==> src/sv/mfd_pkg.sv <==
// Shared types and constants for the MQTT frame delimiter.
// Holds the parser state and result structs; no dependencies.
`timescale 1ns / 1ps

package mfd_pkg;

  // Most remaining-length bytes allowed in one fixed header
  localparam int unsigned MAX_LENGTH_BYTES = 4;

  localparam int unsigned LEN_W   = 28;
  localparam int unsigned TOTAL_W = 29;
  localparam int unsigned COUNT_W = 3;
  localparam int unsigned HSIZE_W = 3;

  typedef enum logic [1:0] {
    PH_TYPE   = 2'd0,
    PH_LENGTH = 2'd1,
    PH_BODY   = 2'd2
  } phase_t;

  typedef enum logic [1:0] {
    ROLE_TYPE   = 2'd0,
    ROLE_LENGTH = 2'd1,
    ROLE_BODY   = 2'd2,
    ROLE_DROP   = 2'd3
  } role_t;

  typedef struct packed {
    phase_t             phase;
    logic [3:0]         held_type;
    logic [3:0]         held_flags;
    logic [LEN_W-1:0]   length_accum;
    logic [COUNT_W-1:0] length_byte_count;
    logic [LEN_W-1:0]   body_left;
  } mfd_state_t;

  typedef struct packed {
    role_t              byte_role;
    logic               header_done;
    logic [3:0]         packet_type;
    logic [3:0]         packet_flags;
    logic [LEN_W-1:0]   rem_length;
    logic [HSIZE_W-1:0] header_size;
    logic [TOTAL_W-1:0] frame_total;
    logic               frame_end;
    logic               length_error;
  } mfd_result_t;

endpackage

==> src/sv/mfd_decode.sv <==
// Single-pass byte decoder: current parser state plus one byte give the
// next state and the result for that byte. Depends on mfd_pkg.
`timescale 1ns / 1ps

module mfd_decode (
  input  mfd_pkg::mfd_state_t  st,
  input  logic [7:0]           data_byte,
  output mfd_pkg::mfd_state_t  st_nxt,
  output mfd_pkg::mfd_result_t res
);
  import mfd_pkg::*;

  logic [4:0]         shift_amt;
  logic [LEN_W-1:0]   accum_new;
  logic [COUNT_W-1:0] count_new;
  logic [LEN_W-1:0]   body_dec;
  logic [HSIZE_W-1:0] hsize;

  // Length group lands 7 bits higher per byte already taken
  assign shift_amt = 5'(st.length_byte_count[1:0]) * 5'd7;
  assign accum_new = st.length_accum | (LEN_W'(data_byte[6:0]) << shift_amt);
  assign count_new = st.length_byte_count + COUNT_W'(1);
  assign body_dec  = st.body_left - LEN_W'(1);

  always_comb begin
    st_nxt           = st;
    res.byte_role    = ROLE_TYPE;
    res.header_done  = 1'b0;
    res.packet_type  = st.held_type;
    res.packet_flags = st.held_flags;
    res.rem_length   = '0;
    res.frame_end    = 1'b0;
    res.length_error = 1'b0;
    hsize            = '0;

    case (st.phase)
      PH_LENGTH: begin
        if (st.length_byte_count >= COUNT_W'(MAX_LENGTH_BYTES)) begin
          // one length byte too many: drop it and resync on a type byte
          res.byte_role    = ROLE_DROP;
          res.length_error = 1'b1;
          st_nxt.phase     = PH_TYPE;
        end else begin
          st_nxt.length_accum      = accum_new;
          st_nxt.length_byte_count = count_new;
          res.byte_role            = ROLE_LENGTH;
          if (!data_byte[7]) begin
            res.header_done = 1'b1;
            hsize           = HSIZE_W'(1) + count_new;
            if (accum_new == '0) begin
              // empty body: frame ends on this byte
              res.frame_end = 1'b1;
              st_nxt.phase  = PH_TYPE;
            end else begin
              res.rem_length   = accum_new;
              st_nxt.body_left = accum_new;
              st_nxt.phase     = PH_BODY;
            end
          end
        end
      end
      PH_BODY: begin
        st_nxt.body_left = body_dec;
        res.byte_role    = ROLE_BODY;
        res.rem_length   = st.length_accum;
        hsize            = HSIZE_W'(1) + st.length_byte_count;
        res.frame_end    = (body_dec == '0);
        if (body_dec == '0) begin
          st_nxt.phase = PH_TYPE;
        end
      end
      default: begin
        // type byte; the unused phase code lands here too
        st_nxt.phase             = PH_LENGTH;
        st_nxt.held_type         = data_byte[7:4];
        st_nxt.held_flags        = data_byte[3:0];
        st_nxt.length_accum      = '0;
        st_nxt.length_byte_count = '0;
        st_nxt.body_left         = '0;
        res.packet_type          = data_byte[7:4];
        res.packet_flags         = data_byte[3:0];
      end
    endcase

    res.header_size = hsize;
    res.frame_total = (hsize == '0) ? '0
                    : (TOTAL_W'(hsize) + TOTAL_W'(res.rem_length));
  end

endmodule

==> src/sv/mqtt_frame_delimiter.sv <==
// MQTT frame delimiter top level: parser state registers and output register.
// Depends on mfd_pkg and mfd_decode.
`timescale 1ns / 1ps

// Labels each byte of an MQTT stream as type, remaining-length, body or
// dropped byte, decodes the remaining length (up to four bytes) and marks the
// last byte of every frame on out_tlast. One byte is accepted per clock cycle
// while in_tready is high; each result appears in the cycle after its byte, set by the single register
// stage behind the state-update logic. in_tready stays high while the output
// register is empty or is being emptied in the same cycle.
module mqtt_frame_delimiter (
  input  logic        clk,
  input  logic        rst_n,
  input  logic        in_tvalid,
  output logic        in_tready,
  input  logic [7:0]  in_tdata,   // [7:0] data_byte
  output logic        out_tvalid,
  input  logic        out_tready,
  output logic [71:0] out_tdata,  // [0] header_done, [4:1] packet_type,
                                  // [8:5] packet_flags, [36:9] rem_length,
                                  // [39:37] header_size, [68:40] frame_total,
                                  // [69] length_error, [71:70] zero
  output logic [1:0]  out_tuser,  // [1:0] byte_role
  output logic        out_tlast   // frame_end
);
  import mfd_pkg::*;

  mfd_state_t  state_r;
  mfd_state_t  state_nxt;
  mfd_result_t res;
  logic        out_valid_r;
  logic [71:0] out_data_r;
  logic [1:0]  out_user_r;
  logic        out_last_r;
  logic        in_take;

  mfd_decode u_decode (
    .st        (state_r),
    .data_byte (in_tdata),
    .st_nxt    (state_nxt),
    .res       (res)
  );

  assign in_tready = !out_valid_r || out_tready;
  assign in_take   = in_tvalid && in_tready;

  // Parser state and output valid
  always_ff @(posedge clk) begin
    if (!rst_n) begin
      state_r.phase             <= PH_TYPE;
      state_r.held_type         <= '0;
      state_r.held_flags        <= '0;
      state_r.length_accum      <= '0;
      state_r.length_byte_count <= '0;
      state_r.body_left         <= '0;
      out_valid_r               <= 1'b0;
    end else begin
      if (in_take) begin
        state_r     <= state_nxt;
        out_valid_r <= 1'b1;
      end else if (out_tready) begin
        out_valid_r <= 1'b0;
      end
    end
  end

  // Output payload, loaded with each accepted transaction
  always_ff @(posedge clk) begin
    if (in_take) begin
      out_data_r <= {2'b00, res.length_error, res.frame_total, res.header_size,
                     res.rem_length, res.packet_flags, res.packet_type,
                     res.header_done};
      out_user_r <= res.byte_role;
      out_last_r <= res.frame_end;
    end
  end

  assign out_tvalid = out_valid_r;
  assign out_tdata  = out_data_r;
  assign out_tuser  = out_user_r;
  assign out_tlast  = out_last_r;

endmodule
==> config.mk <==
export PLATFORM = sky130hd
export DESIGN_NAME = mqtt_frame_delimiter
export DESIGN_NICKNAME = d
export VERILOG_FILES = /design/src/sv/mfd_pkg.sv /design/src/sv/mfd_decode.sv /design/src/sv/mqtt_frame_delimiter.sv
export SDC_FILE = /design/constraint.sdc
export NUM_CORES = 1
export LEC_CHECK = 0
export ABC_CLOCK_PERIOD_IN_PS = 4000
export BUFFER_PORTS_ARGS = -buffer_cell sky130_fd_sc_hd__buf_2
export CORE_UTILIZATION = 35
export DETAILED_ROUTE_END_ITERATION = 10
export GPL_TIMING_DRIVEN = 0
export PLACE_DENSITY_LB_ADDON = 0.05
export SLEW_MARGIN = 20
export SYNTH_ARGS = -nofsm -noshare
export SYNTH_HDL_FRONTEND = slang
export SYNTH_SLANG_ARGS = --single-unit
==> constraint.sdc <==
create_clock -name clk -period 4 [get_ports clk]
set_clock_uncertainty 0.05 [all_clocks]
set_input_delay 0 -clock clk [delete_from_list [all_inputs] [get_ports clk]]
set_output_delay 0 -clock clk [all_outputs]
set_load 0.01 [all_outputs]
==> flow_metrics.env <==
export IMPL_status="completed"
export IMPL_clk_pin_slew_ns=0.07
export IMPL_drv_cap=0
export IMPL_power_density_nw_per_um2=385
export IMPL_power_mw=3.83
export IMPL_clk_latency_ns=0.43
export IMPL_grt_remaining_overflow=0
export IMPL_grt_use_total_pct=23.6
export IMPL_fin_cells=1307
export IMPL_final_min_clock_period_ns=3.91
export IMPL_critPathLaunchType="register"
export IMPL_mostFrequentLayoutCell="nor2_1"
export IMPL_cp_arrival_ns=4.04
export IMPL_port_buffers=86
export IMPL_rrSetupSlack_ns=0.09
export IMPL_dp_cells=1250
export IMPL_path_max_fanout=6
export IMPL_dieWidth_um=154
export IMPL_die_h_um=154
export IMPL_core_area_um2=22600
export IMPL_end_kind="register"
export IMPL_wl_per_cell_um=21.1
export IMPL_nets=1032
export IMPL_vias=7137
export IMPL_htree_levels=4
export IMPL_r2r_end="out_tdata[65]"
export IMPL_ys_ff_latch=143
export IMPL_fin_util_pct=44.0
export IMPL_ant_nets=0
export IMPL_syn2layout_area_growth_pct=23.2
export IMPL_synth_top_cell_area_share_pct=27.1
export IMPL_root_buffer="clkbuf_16"
export IMPL_clock_sinks=143
export IMPL_grt_pass1_wl_mm=42.0
export IMPL_yosys_warnings=0
export IMPL_crit_end="out_tdata[65]"
export IMPL_leakagePower_nw=3.71
export IMPL_synth_ff_type="edfxtp_1"
export IMPL_ys_seq_area_share_pct=44.4
export IMPL_synth_area_um2=8090
export IMPL_rows=55
export IMPL_die_area_um2=23700
export IMPL_synth_edf_count=73
export IMPL_ys_types=77
export IMPL_setup_viol=0
export IMPL_synthCells=875
export IMPL_synthArstFlopShare_pct=0
export IMPL_yosys_area_top_type="edfxtp_1"
export IMPL_max_freq_mhz=255
export IMPL_wl_mm=27.6
export IMPL_whs_path_depth=2
export IMPL_drive_gt1_share_pct=21.8
export IMPL_final_cell_area_um2=9960
export IMPL_syn_area_per_cell_um2=9.24
export IMPL_pin_count=89
export IMPL_relSlewSlack_pct=40.0
export IMPL_firstDrtPassIters=5
export IMPL_critical_path_class="reg2reg"
export IMPL_worstPathRequired_ns=4.13
export IMPL_clockBufferDepth=2
export IMPL_ir_worst_vdd_uv=267
export IMPL_fin_setup_tns_ns=0
export IMPL_worstReg2RegStart="state_r[58]"
export IMPL_diodes=0
export IMPL_worstSetupStartpoint="state_r[58]"
export IMPL_fin_crit_sh_pct=97.9
export IMPL_final_max_slew_violation_count=0
export IMPL_worstMarginPinSlew_ns=0.901
export IMPL_final_cell_mix="nor2_1, buf_2, edfxtp_1"
export IMPL_hp_class="in2reg"
export IMPL_yosys_top_cells_area="edfxtp_1, dfxtp_1, nor2_1"
export IMPL_avgViaCountPerCell=5.46
export IMPL_placed_cell_area_um2=8950
export IMPL_antenna_found_initial=0
export IMPL_drc=0
export IMPL_finalHoldViolCount=0
export IMPL_dp_hpwl_mm=20.3
export IMPL_rr_worst_depth=16
export IMPL_grt_max_degree=31
export IMPL_gp_congestion=0.894
export IMPL_start_util_pct=35.7
export IMPL_grt_pass1_vias=6882
export IMPL_drtIter0Drc=528
export IMPL_tritoncts="yes"
export IMPL_cts_inserted_buffers=17
## kinds of logic (layout without fill, tap and decap cells)
| group | Yosys count | count (layout) | synth area share, % |
|---|---|---|---|
| fa+ha+maj | 11 | 11 | 1.79 |
| compound gates | 207 | 207 | 16.2 |
| mux | 25 | 25 | 3.22 |
| other cells | 1 | 2 | 0.0464 |
| simple gates | 361 | 361 | 24.2 |
| buf+inv | 83 | 229 | 5.34 |
| xor+xnor | 44 | 44 | 4.76 |
| flops | 143 | 143 | 44.4 |
## through the flow
step	setup WS, ns	hold slack (ns)
finish	0.0859	0.00681
global route	-0.0785	0.0148
CTS	-0.00477	0.00499
detailed placement	-1.25	0.222
global placement	-1.24	0.219
floorplan	0.00445	0.0889
## worst max-delay path, stage by stage (launching register included)
cell      delay [ns]
dfxtp_1         0.36
nor4_2          0.31
nand4_1         0.21
or4b_4          0.56
o211ai_1        0.19
buf_4           0.19
nor2_4          0.05
ha_4            0.25
a21o_1          0.15
a21oi_4         0.08
nor4_4          0.13
buf_4           0.19
nand3_4         0.09
or2_4           0.33
nor4b_4         0.29
xnor2_1         0.16
nor2_1          0.06
## report_power, final
part | leakage [nW] | internal (mW) | switching, mW
registers | 1.30 | 1.60 | 0.0222
logic | 2.12 | 0.185 | 0.360
clock network | 0.279 | 0.984 | 0.683
## cell type report
class                      count  area [um^2]
clock inverter                13          164
clock buffer                  19          433
multi-input combinational    650         4270
inverter                      14         56.3
sequential                   143         3600
buffer                        68          388
fill                        2244        12700
tap                          285          357
timing repair buffer         115          702
## what timing repair did
action	4_1_cts	5_1_grt
setup buffers	12	12
hold buffers	2	0
hold endpoints to repair	1	0
gates resized for setup	25	22
pin swaps	6	12
setup endpoints to repair	23	17
## synth_stat cells, drive strengths merged (11+ instances only)
cell,count
mux2i,17
nor3,31
buf,21
inv,14
nor2,100
xnor2,18
edfxtp,73
nor4,24
a31oi,30
nand3,20
and2,22
a22oi,11
xor2,26
o21ai,42
nand2,65
clkbuf,48
a21o,15
a21oi,53
nor2b,34
dfxtp,70
## metal layers
layer  global-route usage, %  vias to the layer above  wire [um]
met2                    39.5                      233      13100
li1                        -                     3457          -
met1                    30.1                     3383      12100
met4                    10.6                        0       1100
met3                    3.69                       64       1250
met5                       0                        -          0
## state kept, by name, indices dropped and copies added (netlist names)
| name | cells |
|---|---|
| state_r | 69 |
| out_tlast | 1 |
| out_tvalid | 1 |
| out_tuser | 2 |
| out_tdata | 70 |
## worst min path at each step
| stage | from | end | slack, ns |
|---|---|---|---|
| 6_report | in_tdata[7] | out_tdata[4] | 0.007 |
| 5_1_grt | in_tdata[7] | out_tdata[4] | 0.01 |
| 4_1_cts | in_tdata[7] | out_tdata[4] | 0.005 |
| 3_5_place_dp | in_tvalid | out_tvalid | 0.22 |
| 3_3_place_gp | in_tvalid | out_tvalid | 0.22 |
| 2_1_floorplan | in_tvalid | out_tvalid | 0.09 |
(Power assumes the default switching activity.)
